$ cat src/rtl/cvx_pkg.sv
`timescale 1ns / 1ps
// ----------------------------------------------------------------------------
// cvx_pkg
// Shared types for the convex hull block: control word of the product unit.
// ----------------------------------------------------------------------------
package cvx_pkg;

  // one product issue to the multiply-accumulate unit
  typedef struct packed {
    logic en;   // issue a product this cycle
    logic clr;  // start a new sum with this product
    logic sub;  // subtract this product instead of adding it
  } mac_ctl_t;

endpackage

$ cat src/rtl/cvx_ram.sv
`timescale 1ns / 1ps
// ----------------------------------------------------------------------------
// cvx_ram
// Generic single write port, single read port RAM with registered read.
// ----------------------------------------------------------------------------
module cvx_ram #(
  parameter int WIDTH = 32,
  parameter int DEPTH = 64
) (
  input  logic                     clk,
  input  logic                     we,
  input  logic [$clog2(DEPTH)-1:0] waddr,
  input  logic [WIDTH-1:0]         wdata,
  input  logic [$clog2(DEPTH)-1:0] raddr,
  output logic [WIDTH-1:0]         rdata
);

  logic [WIDTH-1:0] mem [DEPTH];

  always_ff @(posedge clk) begin
    if (we) begin
      mem[waddr] <= wdata;
    end
    rdata <= mem[raddr];
  end

endmodule

$ cat src/rtl/cvx_mac.sv
`timescale 1ns / 1ps
// ----------------------------------------------------------------------------
// cvx_mac
// Shared signed multiply-accumulate unit: product register, then accumulator.
// A sum is done once its last product passes the product register, then the accumulator.
// ----------------------------------------------------------------------------
module cvx_mac #(
  parameter int OPW  = 17,
  parameter int ACCW = 35
) (
  input  logic                   clk,
  input  logic                   rst_n,
  input  cvx_pkg::mac_ctl_t      ctl,
  input  logic signed [OPW-1:0]  op_a,
  input  logic signed [OPW-1:0]  op_b,
  output logic signed [ACCW-1:0] acc
);
  import cvx_pkg::*;

  mac_ctl_t                  pend_r;
  logic signed [2*OPW-1:0]   prod_r;
  logic signed [ACCW-1:0]    acc_r;
  logic signed [ACCW-1:0]    prod_ext;
  logic signed [ACCW-1:0]    base;

  assign prod_ext = ACCW'(prod_r);
  assign base     = pend_r.clr ? '0 : acc_r;
  assign acc      = acc_r;

  always_ff @(posedge clk) begin
    if (!rst_n) begin
      pend_r <= '0;
    end else begin
      pend_r <= ctl;
    end
    prod_r <= op_a * op_b;
    if (pend_r.en) begin
      acc_r <= pend_r.sub ? base - prod_ext : base + prod_ext;
    end
  end

endmodule

$ cat src/rtl/convex_hull_graham_scan.sv
`timescale 1ns / 1ps
// ----------------------------------------------------------------------------
// convex_hull_graham_scan
// Graham scan convex hull over a streamed point set.
// ----------------------------------------------------------------------------
// Points load one beat per cycle into a point RAM (extra points past
// MAX_POINTS are dropped); the beat with tlast closes the set and starts the
// hull run, during which in_tready is low. The run finds the lowest-leftmost
// pivot and swaps it into entry 0, insertion-sorts by angle about the pivot
// with each compare done on one shared multiply-accumulate unit, drops
// collinear runs, runs the stack pass in place in the same RAM and pops the
// hull out top first, pivot last with tlast set, each vertex held until
// out_tready takes it. The single RAM read port and the shared multiplier
// set the pace: the sort is O(n^2) compares. Sets with fewer than three hull
// candidates give no output beats.
// ----------------------------------------------------------------------------
module convex_hull_graham_scan #(
  parameter int MAX_POINTS = 64,
  parameter int COORD_BITS = 16
) (
  input  logic                                     clk,
  input  logic                                     rst_n,
  input  logic                                     in_tvalid,
  output logic                                     in_tready,
  // point_x, point_y, zero pad
  input  logic [((2*COORD_BITS+7)/8)*8-1:0]        in_tdata,
  input  logic                                     in_tlast,   // last_point
  output logic                                     out_tvalid,
  input  logic                                     out_tready,
  // hull_x, hull_y, zero pad
  output logic [((2*COORD_BITS+7)/8)*8-1:0]        out_tdata,
  output logic                                     out_tlast   // hull_end
);
  import cvx_pkg::*;

  localparam int CB   = COORD_BITS;
  localparam int PW   = 2 * CB;
  localparam int TDW  = ((2 * CB + 7) / 8) * 8;
  localparam int D    = CB + 1;
  localparam int ACCW = 2 * D + 1;
  localparam int CW   = $clog2(MAX_POINTS + 1);
  localparam int IW   = $clog2(MAX_POINTS);

  localparam logic [5:0] S_LOAD   = 6'd0;
  localparam logic [5:0] S_PS_I   = 6'd1;
  localparam logic [5:0] S_PS_W   = 6'd2;
  localparam logic [5:0] S_PS_C   = 6'd3;
  localparam logic [5:0] S_SW_W   = 6'd4;
  localparam logic [5:0] S_SW_C   = 6'd5;
  localparam logic [5:0] S_SW_2   = 6'd6;
  localparam logic [5:0] S_SO_I   = 6'd7;
  localparam logic [5:0] S_SO_KW  = 6'd8;
  localparam logic [5:0] S_SO_K   = 6'd9;
  localparam logic [5:0] S_SO_J   = 6'd10;
  localparam logic [5:0] S_SO_JW  = 6'd11;
  localparam logic [5:0] S_SO_JD  = 6'd12;
  localparam logic [5:0] S_SO_PUT = 6'd13;
  localparam logic [5:0] S_CR1    = 6'd14;
  localparam logic [5:0] S_CR2    = 6'd15;
  localparam logic [5:0] S_CR3    = 6'd16;
  localparam logic [5:0] S_EV     = 6'd17;
  localparam logic [5:0] S_DS1    = 6'd18;
  localparam logic [5:0] S_DS2    = 6'd19;
  localparam logic [5:0] S_DS3    = 6'd20;
  localparam logic [5:0] S_DS4    = 6'd21;
  localparam logic [5:0] S_DS5    = 6'd22;
  localparam logic [5:0] S_DS6    = 6'd23;
  localparam logic [5:0] S_CO_I   = 6'd24;
  localparam logic [5:0] S_CO_AW  = 6'd25;
  localparam logic [5:0] S_CO_A   = 6'd26;
  localparam logic [5:0] S_CO_BW  = 6'd27;
  localparam logic [5:0] S_CO_B   = 6'd28;
  localparam logic [5:0] S_CO_PUT = 6'd29;
  localparam logic [5:0] S_CO_END = 6'd30;
  localparam logic [5:0] S_SC_I   = 6'd31;
  localparam logic [5:0] S_SC_RW  = 6'd32;
  localparam logic [5:0] S_SC_R   = 6'd33;
  localparam logic [5:0] S_SC_T   = 6'd34;
  localparam logic [5:0] S_SC_PW  = 6'd35;
  localparam logic [5:0] S_SC_P   = 6'd36;
  localparam logic [5:0] S_SC_QW  = 6'd37;
  localparam logic [5:0] S_SC_Q   = 6'd38;
  localparam logic [5:0] S_SC_PSH = 6'd39;
  localparam logic [5:0] S_OU_I   = 6'd40;
  localparam logic [5:0] S_OU_W   = 6'd41;
  localparam logic [5:0] S_OU_L   = 6'd42;
  localparam logic [5:0] S_OU_H   = 6'd43;
  localparam logic [5:0] S_DONE   = 6'd44;

  // what the cross product result is used for
  localparam logic [1:0] M_SORT = 2'd0;
  localparam logic [1:0] M_COL  = 2'd1;
  localparam logic [1:0] M_SCAN = 2'd2;

  logic [5:0]    state_r, state_nxt;
  logic [CW-1:0] cnt_r, cnt_nxt;
  logic [CW-1:0] n_r, n_nxt;
  logic [CW-1:0] i_r, i_nxt;
  logic [CW-1:0] j_r, j_nxt;
  logic [CW-1:0] m_r, m_nxt;
  logic [CW-1:0] t_r, t_nxt;
  logic [IW-1:0] ra_r, ra_nxt;
  logic [IW-1:0] piv_idx_r, piv_idx_nxt;
  logic [PW-1:0] pv_r, pv_nxt;
  logic [PW-1:0] key_r, key_nxt;
  logic [PW-1:0] op_p_r, op_p_nxt;
  logic [PW-1:0] op_q_r, op_q_nxt;
  logic [PW-1:0] op_r_r, op_r_nxt;
  logic [1:0]    mode_r, mode_nxt;
  logic [CB-1:0] out_x_r, out_x_nxt;
  logic [CB-1:0] out_y_r, out_y_nxt;
  logic          out_end_r, out_end_nxt;
  logic          out_valid_r, out_valid_nxt;

  logic          we;
  logic [IW-1:0] waddr;
  logic [PW-1:0] wdata;
  logic [PW-1:0] rdata;

  mac_ctl_t                 mac_ctl;
  logic signed [D-1:0]      mac_a, mac_b;
  logic signed [ACCW-1:0]   mac_acc;
  logic                     acc_neg, acc_zero;

  logic signed [CB-1:0] rd_x, rd_y, pv_x, pv_y;
  logic signed [D-1:0]  px, py, qx, qy, rx, ry;
  logic [CW-1:0]        cnt_inc, i_inc, j_inc, j_dec, t_inc, t_dec, t_dec2, n_dec;

  assign rd_x = rdata[CB-1:0];
  assign rd_y = rdata[PW-1:CB];
  assign pv_x = pv_r[CB-1:0];
  assign pv_y = pv_r[PW-1:CB];

  assign px = {op_p_r[CB-1], op_p_r[CB-1:0]};
  assign py = {op_p_r[PW-1], op_p_r[PW-1:CB]};
  assign qx = {op_q_r[CB-1], op_q_r[CB-1:0]};
  assign qy = {op_q_r[PW-1], op_q_r[PW-1:CB]};
  assign rx = {op_r_r[CB-1], op_r_r[CB-1:0]};
  assign ry = {op_r_r[PW-1], op_r_r[PW-1:CB]};

  assign cnt_inc = cnt_r + CW'(1);
  assign i_inc   = i_r + CW'(1);
  assign j_inc   = j_r + CW'(1);
  assign j_dec   = j_r - CW'(1);
  assign t_inc   = t_r + CW'(1);
  assign t_dec   = t_r - CW'(1);
  assign t_dec2  = t_r - CW'(2);
  assign n_dec   = n_r - CW'(1);

  assign acc_neg  = mac_acc[ACCW-1];
  assign acc_zero = (mac_acc == '0);

  cvx_ram #(
    .WIDTH (PW),
    .DEPTH (MAX_POINTS)
  ) u_pts (
    .clk   (clk),
    .we    (we),
    .waddr (waddr),
    .wdata (wdata),
    .raddr (ra_r),
    .rdata (rdata)
  );

  cvx_mac #(
    .OPW  (D),
    .ACCW (ACCW)
  ) u_mac (
    .clk   (clk),
    .rst_n (rst_n),
    .ctl   (mac_ctl),
    .op_a  (mac_a),
    .op_b  (mac_b),
    .acc   (mac_acc)
  );

  assign in_tready  = (state_r == S_LOAD);
  assign out_tvalid = out_valid_r;
  assign out_tdata  = TDW'({out_y_r, out_x_r});
  assign out_tlast  = out_end_r;

  always_comb begin
    state_nxt     = state_r;
    cnt_nxt       = cnt_r;
    n_nxt         = n_r;
    i_nxt         = i_r;
    j_nxt         = j_r;
    m_nxt         = m_r;
    t_nxt         = t_r;
    ra_nxt        = ra_r;
    piv_idx_nxt   = piv_idx_r;
    pv_nxt        = pv_r;
    key_nxt       = key_r;
    op_p_nxt      = op_p_r;
    op_q_nxt      = op_q_r;
    op_r_nxt      = op_r_r;
    mode_nxt      = mode_r;
    out_x_nxt     = out_x_r;
    out_y_nxt     = out_y_r;
    out_end_nxt   = out_end_r;
    out_valid_nxt = out_valid_r;
    we            = 1'b0;
    waddr         = '0;
    wdata         = key_r;
    mac_ctl       = '0;
    mac_a         = '0;
    mac_b         = '0;

    unique case (state_r)
      S_LOAD: begin
        if (in_tvalid) begin
          if (cnt_r < CW'(MAX_POINTS)) begin
            we      = 1'b1;
            waddr   = cnt_r[IW-1:0];
            wdata   = in_tdata[PW-1:0];
            cnt_nxt = cnt_inc;
          end
          if (in_tlast) begin
            n_nxt     = (cnt_r < CW'(MAX_POINTS)) ? cnt_inc : cnt_r;
            i_nxt     = '0;
            state_nxt = (n_nxt < CW'(3)) ? S_DONE : S_PS_I;
          end
        end
      end
      // pivot search: lowest y, then lowest x, first in arrival order
      S_PS_I: begin
        if (i_r < n_r) begin
          ra_nxt    = i_r[IW-1:0];
          state_nxt = S_PS_W;
        end else begin
          ra_nxt    = '0;
          state_nxt = S_SW_W;
        end
      end
      S_PS_W: state_nxt = S_PS_C;
      S_PS_C: begin
        if (i_r == '0 || rd_y < pv_y || (rd_y == pv_y && rd_x < pv_x)) begin
          pv_nxt      = rdata;
          piv_idx_nxt = i_r[IW-1:0];
        end
        i_nxt     = i_inc;
        state_nxt = S_PS_I;
      end
      S_SW_W: state_nxt = S_SW_C;
      S_SW_C: begin
        we        = 1'b1;
        waddr     = piv_idx_r;
        wdata     = rdata;
        state_nxt = S_SW_2;
      end
      S_SW_2: begin
        we        = 1'b1;
        waddr     = '0;
        wdata     = pv_r;
        i_nxt     = CW'(2);
        state_nxt = S_SO_I;
      end
      // insertion sort by angle about the pivot
      S_SO_I: begin
        if (i_r < n_r) begin
          ra_nxt    = i_r[IW-1:0];
          state_nxt = S_SO_KW;
        end else begin
          i_nxt     = CW'(1);
          m_nxt     = CW'(1);
          state_nxt = S_CO_I;
        end
      end
      S_SO_KW: state_nxt = S_SO_K;
      S_SO_K: begin
        key_nxt   = rdata;
        j_nxt     = i_r - CW'(1);
        state_nxt = S_SO_J;
      end
      S_SO_J: begin
        if (j_r != '0) begin
          ra_nxt    = j_r[IW-1:0];
          state_nxt = S_SO_JW;
        end else begin
          state_nxt = S_SO_PUT;
        end
      end
      S_SO_JW: state_nxt = S_SO_JD;
      S_SO_JD: begin
        op_p_nxt  = pv_r;
        op_q_nxt  = key_r;
        op_r_nxt  = rdata;
        mode_nxt  = M_SORT;
        state_nxt = S_CR1;
      end
      S_SO_PUT: begin
        we        = 1'b1;
        waddr     = j_inc[IW-1:0];
        wdata     = key_r;
        i_nxt     = i_inc;
        state_nxt = S_SO_I;
      end
      // cross product (r-q) x (q-p), negative on a left turn
      S_CR1: begin
        mac_ctl   = '{en: 1'b1, clr: 1'b1, sub: 1'b0};
        mac_a     = qy - py;
        mac_b     = rx - qx;
        state_nxt = S_CR2;
      end
      S_CR2: begin
        mac_ctl   = '{en: 1'b1, clr: 1'b0, sub: 1'b1};
        mac_a     = qx - px;
        mac_b     = ry - qy;
        state_nxt = S_CR3;
      end
      S_CR3: state_nxt = S_EV;
      S_EV: begin
        case (mode_r)
          M_SORT: begin
            if (acc_neg) begin
              we        = 1'b1;
              waddr     = j_inc[IW-1:0];
              wdata     = op_r_r;
              j_nxt     = j_dec;
              state_nxt = S_SO_J;
            end else if (acc_zero) begin
              state_nxt = S_DS1;
            end else begin
              state_nxt = S_SO_PUT;
            end
          end
          M_COL: begin
            if (acc_zero) begin
              i_nxt     = i_inc;
              state_nxt = S_CO_I;
            end else begin
              state_nxt = S_CO_PUT;
            end
          end
          M_SCAN: begin
            if (acc_neg) begin
              state_nxt = S_SC_PSH;
            end else begin
              t_nxt     = t_dec;
              state_nxt = S_SC_T;
            end
          end
          default: state_nxt = S_DONE;
        endcase
      end
      // equal angle: farther point sorts later
      S_DS1: begin
        mac_ctl   = '{en: 1'b1, clr: 1'b1, sub: 1'b0};
        mac_a     = rx - px;
        mac_b     = rx - px;
        state_nxt = S_DS2;
      end
      S_DS2: begin
        mac_ctl   = '{en: 1'b1, clr: 1'b0, sub: 1'b0};
        mac_a     = ry - py;
        mac_b     = ry - py;
        state_nxt = S_DS3;
      end
      S_DS3: begin
        mac_ctl   = '{en: 1'b1, clr: 1'b0, sub: 1'b1};
        mac_a     = qx - px;
        mac_b     = qx - px;
        state_nxt = S_DS4;
      end
      S_DS4: begin
        mac_ctl   = '{en: 1'b1, clr: 1'b0, sub: 1'b1};
        mac_a     = qy - py;
        mac_b     = qy - py;
        state_nxt = S_DS5;
      end
      S_DS5: state_nxt = S_DS6;
      S_DS6: begin
        if (!acc_neg && !acc_zero) begin
          we        = 1'b1;
          waddr     = j_inc[IW-1:0];
          wdata     = op_r_r;
          j_nxt     = j_dec;
          state_nxt = S_SO_J;
        end else begin
          state_nxt = S_SO_PUT;
        end
      end
      // keep only the farthest of each run collinear with the pivot
      S_CO_I: begin
        if (i_r < n_r) begin
          ra_nxt    = i_r[IW-1:0];
          state_nxt = S_CO_AW;
        end else begin
          state_nxt = S_CO_END;
        end
      end
      S_CO_AW: state_nxt = S_CO_A;
      S_CO_A: begin
        op_q_nxt = rdata;
        if (i_r < n_dec) begin
          ra_nxt    = i_inc[IW-1:0];
          state_nxt = S_CO_BW;
        end else begin
          state_nxt = S_CO_PUT;
        end
      end
      S_CO_BW: state_nxt = S_CO_B;
      S_CO_B: begin
        op_p_nxt  = pv_r;
        op_r_nxt  = rdata;
        mode_nxt  = M_COL;
        state_nxt = S_CR1;
      end
      S_CO_PUT: begin
        we        = 1'b1;
        waddr     = m_r[IW-1:0];
        wdata     = op_q_r;
        m_nxt     = m_r + CW'(1);
        i_nxt     = i_inc;
        state_nxt = S_CO_I;
      end
      S_CO_END: begin
        if (m_r < CW'(3)) begin
          state_nxt = S_DONE;
        end else begin
          t_nxt     = CW'(3);
          i_nxt     = CW'(3);
          state_nxt = S_SC_I;
        end
      end
      // stack pass; stack lives in the low entries of the same RAM
      S_SC_I: begin
        if (i_r < m_r) begin
          ra_nxt    = i_r[IW-1:0];
          state_nxt = S_SC_RW;
        end else begin
          state_nxt = S_OU_I;
        end
      end
      S_SC_RW: state_nxt = S_SC_R;
      S_SC_R: begin
        op_r_nxt  = rdata;
        state_nxt = S_SC_T;
      end
      S_SC_T: begin
        if (t_r > CW'(1)) begin
          ra_nxt    = t_dec2[IW-1:0];
          state_nxt = S_SC_PW;
        end else begin
          state_nxt = S_SC_PSH;
        end
      end
      S_SC_PW: state_nxt = S_SC_P;
      S_SC_P: begin
        op_p_nxt  = rdata;
        ra_nxt    = t_dec[IW-1:0];
        state_nxt = S_SC_QW;
      end
      S_SC_QW: state_nxt = S_SC_Q;
      S_SC_Q: begin
        op_q_nxt  = rdata;
        mode_nxt  = M_SCAN;
        state_nxt = S_CR1;
      end
      S_SC_PSH: begin
        we        = 1'b1;
        waddr     = t_r[IW-1:0];
        wdata     = op_r_r;
        t_nxt     = t_inc;
        i_nxt     = i_inc;
        state_nxt = S_SC_I;
      end
      // pop the stack out, top first
      S_OU_I: begin
        if (t_r != '0) begin
          ra_nxt    = t_dec[IW-1:0];
          state_nxt = S_OU_W;
        end else begin
          state_nxt = S_DONE;
        end
      end
      S_OU_W: state_nxt = S_OU_L;
      S_OU_L: begin
        out_x_nxt     = rdata[CB-1:0];
        out_y_nxt     = rdata[PW-1:CB];
        out_end_nxt   = (t_r == CW'(1));
        out_valid_nxt = 1'b1;
        t_nxt         = t_dec;
        state_nxt     = S_OU_H;
      end
      S_OU_H: begin
        if (out_tready) begin
          out_valid_nxt = 1'b0;
          state_nxt     = S_OU_I;
        end
      end
      S_DONE: begin
        cnt_nxt   = '0;
        t_nxt     = '0;
        state_nxt = S_LOAD;
      end
      default: state_nxt = S_LOAD;
    endcase
  end

  always_ff @(posedge clk) begin
    if (!rst_n) begin
      state_r     <= S_LOAD;
      cnt_r       <= '0;
      n_r         <= '0;
      i_r         <= '0;
      j_r         <= '0;
      m_r         <= '0;
      t_r         <= '0;
      ra_r        <= '0;
      piv_idx_r   <= '0;
      pv_r        <= '0;
      mode_r      <= M_SORT;
      out_valid_r <= 1'b0;
      out_end_r   <= 1'b0;
    end else begin
      state_r     <= state_nxt;
      cnt_r       <= cnt_nxt;
      n_r         <= n_nxt;
      i_r         <= i_nxt;
      j_r         <= j_nxt;
      m_r         <= m_nxt;
      t_r         <= t_nxt;
      ra_r        <= ra_nxt;
      piv_idx_r   <= piv_idx_nxt;
      pv_r        <= pv_nxt;
      mode_r      <= mode_nxt;
      out_valid_r <= out_valid_nxt;
      out_end_r   <= out_end_nxt;
    end
    key_r   <= key_nxt;
    op_p_r  <= op_p_nxt;
    op_q_r  <= op_q_nxt;
    op_r_r  <= op_r_nxt;
    out_x_r <= out_x_nxt;
    out_y_r <= out_y_nxt;
  end

`ifndef SYNTHESIS
  a_no_load_while_out: assert property (@(posedge clk) disable iff (!rst_n)
    in_tready |-> !out_tvalid)
    else $error("input taken while a hull beat is pending");

  a_cnt_bound: assert property (@(posedge clk) disable iff (!rst_n)
    cnt_r <= CW'(MAX_POINTS))
    else $error("point count past capacity");

  a_stack_in_place: assert property (@(posedge clk) disable iff (!rst_n)
    (state_r == S_SC_I) |-> (t_r <= i_r && i_r <= m_r))
    else $error("stack overran the unread points");

  a_end_is_pivot: assert property (@(posedge clk) disable iff (!rst_n)
    (out_tvalid && out_tlast) |-> (t_r == '0))
    else $error("hull end flagged before the stack emptied");
`endif

endmodule

$ cat config.mk
export PLATFORM = sky130hd
export DESIGN_NAME = convex_hull_graham_scan
export DESIGN_NICKNAME = d
export VERILOG_FILES = /design/src/rtl/cvx_pkg.sv /design/src/rtl/cvx_ram.sv /design/src/rtl/cvx_mac.sv /design/src/rtl/convex_hull_graham_scan.sv
export SDC_FILE = /design/constraint.sdc
export NUM_CORES = 2
export LEC_CHECK = 0
export BUFFER_PORTS_ARGS = -buffer_cell sky130_fd_sc_hd__buf_4
export CELL_PAD_IN_SITES_DETAIL_PLACEMENT = 0
export CELL_PAD_IN_SITES_GLOBAL_PLACEMENT = 1
export CORE_MARGIN = 3
export CORE_UTILIZATION = 31
export DETAILED_ROUTE_END_ITERATION = 10
export PLACE_DENSITY_LB_ADDON = 0.05
export SETUP_SLACK_MARGIN = 0.5
export SLEW_MARGIN = 10
export SYNTH_ARGS = -nofsm -noshare
export SYNTH_HDL_FRONTEND = slang
export SYNTH_HIERARCHICAL = 1
export SYNTH_SLANG_ARGS = --single-unit
$ cat constraint.sdc
create_clock -name clk -period 12.3 [get_ports clk]
set_input_delay 0.615 -clock clk [delete_from_list [all_inputs] [get_ports clk]]
set_output_delay 0.615 -clock clk [all_outputs]
set_load 0.01 [all_outputs]
==> results list <==
- The cell that appears most often on the critical path is sky130_fd_sc_hd__fa_1.
- Detailed-route vias per instance: 5.27
- At the end of routability-driven placement, the weighted congestion stood at 0.853.
- Measured along the y axis, the die boundary spans 611 um.
- Count of buffers added by post-CTS timing repair for setup: 0
* Effective utilization at floorplan: 0.313
- Yosys cell types: 109
* Via count of the first global-routing pass: 69800
* Final wirelength: 399000 um
- Detailed placement finished with a half-perimeter wire length of 255000 um.
- Final number of max-transition violations: 0
- Syn_nets: 7944
- Sort of element at the start of the critical path: flip-flop
- Of the cells placed in the final design, the portion with a size suffix greater than 1 is 0.180.
* Highest fanout seen on the critical path: 13
- Entering global routing, the biggest net connects 84 pins.
* Register clock-pin slew on the reported worst setup and hold paths: 0.06 ns
- Die width: 611 um
- The number of antenna violations at the first check in global routing was 22.
* Number of design rule violations left after detail routing: 0
- Synthesis inferred 2408 register bits.
- Number of placed I/O pins: 72
- Standard cell core area: 364000 sq um
- Count of hold-fix buffers inserted at cts: 0
- Setup repair after global routing left no endpoint under its margin.
- After detailed routing, the average wire length per cell comes to 31.7 um.
- Final worst-path cycle share: 0.767
- Post-route minimum period: 9.44 ns
- CTS H-tree lvls: 5
* Sort of element at the end of the critical path: flip-flop
* Vias after detailed routing: 66400
* Residual overflow from global routing: 0
* Share of flip-flops with an asynchronous set or reset after synthesis: 0
- Tightest slew margin relative to the limit: 0.261
- Final total negative setup slack: 0 ns
- Max-cap violations in this run came to 0.
* Master cell of the clock root buffer: sky130_fd_sc_hd__clkbuf_16
- Antenna Nets Post-Route: 0
* Result of the run: finished, final reports clean
* Netlist area before placement: 114000 sq um
- In this run, placement finished with an instance count of 12100.
* Leakage Power: 0.0439 uW
- Across every metal layer, demand over resource in global routing totals 0.211.
* IO Port Bufs: 71
* Arrival time at the worst endpoint: 10.18 ns
- Worst path required time: 13.05 ns
- Maximum count of clock buffers along a single path: 4
- Count of final hold-check violations: 0
- Cell Pwr Density: 218 nW/um^2
- Post-route clock skew: 0.0845 ns
- Clock tree from TritonCTS: yes
- # setup viols final: 0
- The synthesized design contains 2243 enable-type register cells.
- After routing the design area is 130000 sq um.
- Dividing the synthesized area by the synthesized cell count gives 15.5 sq um.
* Placed instance area: 121000 sq um
* Number of sinks handled by clock tree synthesis: 2408
- Top achievable clock speed: 106 MHz
* Clk Latency, worst-skew pair: 0.93 ns
- The first detailed-routing pass took 7 iterations.
- Part of the Yosys area used for sequential elements: 0.622
* Crit-path max cell delay: 0.60 ns
* Net count reported at finish: 8186
- Classification of the worst setup path: flip-flop to flip-flop
* Total Die Area: 374000 sq um
* Instance count of the mapped netlist: 7323
- Total power consumption of the routed design: 28300 uW
- The initialized floorplan defines 221 standard-cell rows.
- Wire length of the first global-routing pass: 558000 um
- Most frequently used flop master after synthesis: sky130_fd_sc_hd__edfxtp_1
- Worst VDD drop: 130 uV
- Worst min-delay path class: input port to flip-flop
- The detailed router finished its first iteration with 5515 violations.
* Transition at the pin with the smallest max-transition slack: 1.08 ns
* Count of synthesis-stage warnings from yosys: 6
- In this run, post-CTS repair resized a total of 0 instances.
- Number of clock buffers inserted by TritonCTS: 293
- The slowest stage of the critical path belongs to the cell sky130_fd_sc_hd__inv_1.
- Relative to the synthesized area, the layout overhead comes to 14.3%.
* Final cell count without fillers: 12600
## critical path, delay by kind of cell (launching register included)
| family | cells | cell delay (ns) |
|---|---|---|
| AOI/OAI and AO/OA | 13 | 3.22 |
| buffers and inverters | 3 | 0.69 |
| xor gates and xnor gates | 1 | 0.13 |
| and+or+nand+nor | 4 | 0.87 |
| DFF | 1 | 0.40 |
| adders and majority gates | 9 | 3.99 |
## cell usage after synthesis, types with 22 or more instances
cell | number | area, sq um
sky130_fd_sc_hd__a211oi_1 | 53 | 398
sky130_fd_sc_hd__a21o_1 | 50 | 375
sky130_fd_sc_hd__a21oi_1 | 229 | 1150
sky130_fd_sc_hd__a221o_1 | 39 | 390
sky130_fd_sc_hd__a222oi_1 | 39 | 390
sky130_fd_sc_hd__a22oi_1 | 149 | 1120
sky130_fd_sc_hd__a31oi_1 | 39 | 244
sky130_fd_sc_hd__and2_1 | 170 | 1060
sky130_fd_sc_hd__and3_1 | 32 | 200
sky130_fd_sc_hd__buf_2 | 82 | 410
sky130_fd_sc_hd__buf_4 | 33 | 248
sky130_fd_sc_hd__buf_6 | 34 | 383
sky130_fd_sc_hd__clkbuf_1 | 187 | 702
sky130_fd_sc_hd__dfxtp_1 | 165 | 3300
sky130_fd_sc_hd__edfxtp_1 | 2243 | 67400
sky130_fd_sc_hd__fa_1 | 303 | 6070
sky130_fd_sc_hd__ha_1 | 281 | 3520
sky130_fd_sc_hd__inv_1 | 474 | 1780
sky130_fd_sc_hd__mux2_2 | 63 | 709
sky130_fd_sc_hd__mux2i_1 | 240 | 2400
sky130_fd_sc_hd__mux4_2 | 446 | 10000
sky130_fd_sc_hd__nand2_1 | 469 | 1760
sky130_fd_sc_hd__nand2b_1 | 55 | 344
sky130_fd_sc_hd__nand3_1 | 123 | 616
sky130_fd_sc_hd__nand4_1 | 26 | 163
sky130_fd_sc_hd__nor2_1 | 310 | 1160
sky130_fd_sc_hd__nor2b_1 | 86 | 538
sky130_fd_sc_hd__nor3_1 | 67 | 335
sky130_fd_sc_hd__nor4_1 | 22 | 138
sky130_fd_sc_hd__o211ai_1 | 32 | 240
sky130_fd_sc_hd__o21a_1 | 29 | 218
sky130_fd_sc_hd__o21ai_0 | 146 | 731
sky130_fd_sc_hd__o221ai_1 | 27 | 236
sky130_fd_sc_hd__o22ai_1 | 65 | 407
sky130_fd_sc_hd__xnor2_1 | 147 | 1290
sky130_fd_sc_hd__xor2_1 | 52 | 455
## power by group
group	total, uW	internal (uW)	switching (uW)	leakage, uW
logic	9170	2770	6400	0.0178
clock network	8300	4720	3580	0.00447
registers	10900	10400	442	0.0216
## metal layers
metal	track usage	vias to the layer above	routed length [um]
li1	-	28600	-
met1	0.279	35700	172000
met2	0.370	1626	201000
met3	0.0194	485	14100
met4	0.0587	0	11600
met5	0	-	0
## final timing paths
| kind | startpoint | endpoint | slack (ns) | cells after the start |
|---|---|---|---|---|
| setup / recovery | op_p_r[0] | u_mac/prod_r[30] | 2.86 | 30 |
| hold / removal | out_tready | state_r[5] | 0.12 | 3 |
| setup reg to reg | op_p_r[0] | u_mac/prod_r[30] | 2.86 | 30 |
| hold reg to reg | piv_idx_r[0] | piv_idx_r[0] | 0.47 | 2 |
## sequential cells by signal, indices dropped and copies added, names as in the netlist, 7 cells and up
name and count:
cnt_r 7, i_r 7, j_r 7, key_r 32, m_r 7, n_r 7, op_p_r 32, op_q_r 32
op_r_r 32, out_x_r 16, out_y_r 16, pv_r 32, t_r 7, u_mac/acc 35, u_mac/prod_r 34, u_pts/mem 2048
u_pts/rdata 32
## cells by family (layout without fill, tap and decap cells)
family | Yosys count | in the layout | synth area share
AOI/OAI and AO/OA | 1098 | 1098 | 0.0680
xor gates and xnor gates | 199 | 199 | 0.0153
adders and majority gates | 584 | 584 | 0.0843
buffers and inverters | 830 | 1306 | 0.0326
DFF | 2408 | 2408 | 0.622
muxes | 749 | 749 | 0.116
other | 0 | 5 | 0
and+or+nand+nor | 1455 | 1455 | 0.0622
## metrics by stage
step / util / hold slack (ns) / worst slack, ns
after floorplan: - / 0.434 / 4.51
after global placement: 0.332 / 0.454 / 2.89
after detailed placement: 0.332 / 0.457 / 2.82
after CTS: 0.357 / 0.0197 / 2.78
after global routing: 0.357 / 0.0929 / 2.30
final: 0.357 / 0.124 / 2.86
## layout by cell type (no fill, tap or decap), types with 29 or more instances in the layout
master	netlist	layout
sky130_fd_sc_hd__a22oi_1	149	149
sky130_fd_sc_hd__clkbuf_16	0	294
sky130_fd_sc_hd__clkbuf_1	187	63
sky130_fd_sc_hd__and3_1	32	32
sky130_fd_sc_hd__nand3_1	123	121
sky130_fd_sc_hd__a221o_2	0	32
sky130_fd_sc_hd__fa_1	303	303
sky130_fd_sc_hd__nor2b_1	86	81
sky130_fd_sc_hd__edfxtp_1	2243	2243
sky130_fd_sc_hd__inv_1	474	472
sky130_fd_sc_hd__o21ai_0	146	144
sky130_fd_sc_hd__o21a_1	29	29
sky130_fd_sc_hd__a222oi_1	39	39
sky130_fd_sc_hd__mux4_2	446	446
sky130_fd_sc_hd__o22ai_1	65	65
sky130_fd_sc_hd__nor2_4	0	69
sky130_fd_sc_hd__xor2_1	52	52
sky130_fd_sc_hd__nand2_1	469	466
sky130_fd_sc_hd__buf_4	33	298
sky130_fd_sc_hd__nand2b_1	55	54
sky130_fd_sc_hd__a21oi_1	229	226
sky130_fd_sc_hd__clkinv_2	0	61
sky130_fd_sc_hd__mux2i_1	240	240
sky130_fd_sc_hd__a211oi_1	53	53
sky130_fd_sc_hd__mux2_2	63	63
sky130_fd_sc_hd__o211ai_1	32	32
sky130_fd_sc_hd__nor2_1	310	237
sky130_fd_sc_hd__a21o_1	50	50
sky130_fd_sc_hd__a31oi_1	39	39
sky130_fd_sc_hd__nor3_1	67	65
sky130_fd_sc_hd__dfxtp_1	165	158
sky130_fd_sc_hd__xnor2_1	147	147
sky130_fd_sc_hd__clkinv_1	1	62
sky130_fd_sc_hd__ha_1	281	281
sky130_fd_sc_hd__and2_1	170	168
## final cells by class
cell class	count	area, sq um
fill	34500	234000
sequential	2408	70700
multi-input combinational	4085	39900
clock buffer	366	7720
tap	4794	6000
timing repair buffer	302	2320
inverter	475	1780
clock inverter	163	1410
antenna	5	12.5
No activity file was read; power rests on OpenSTA's default activity.
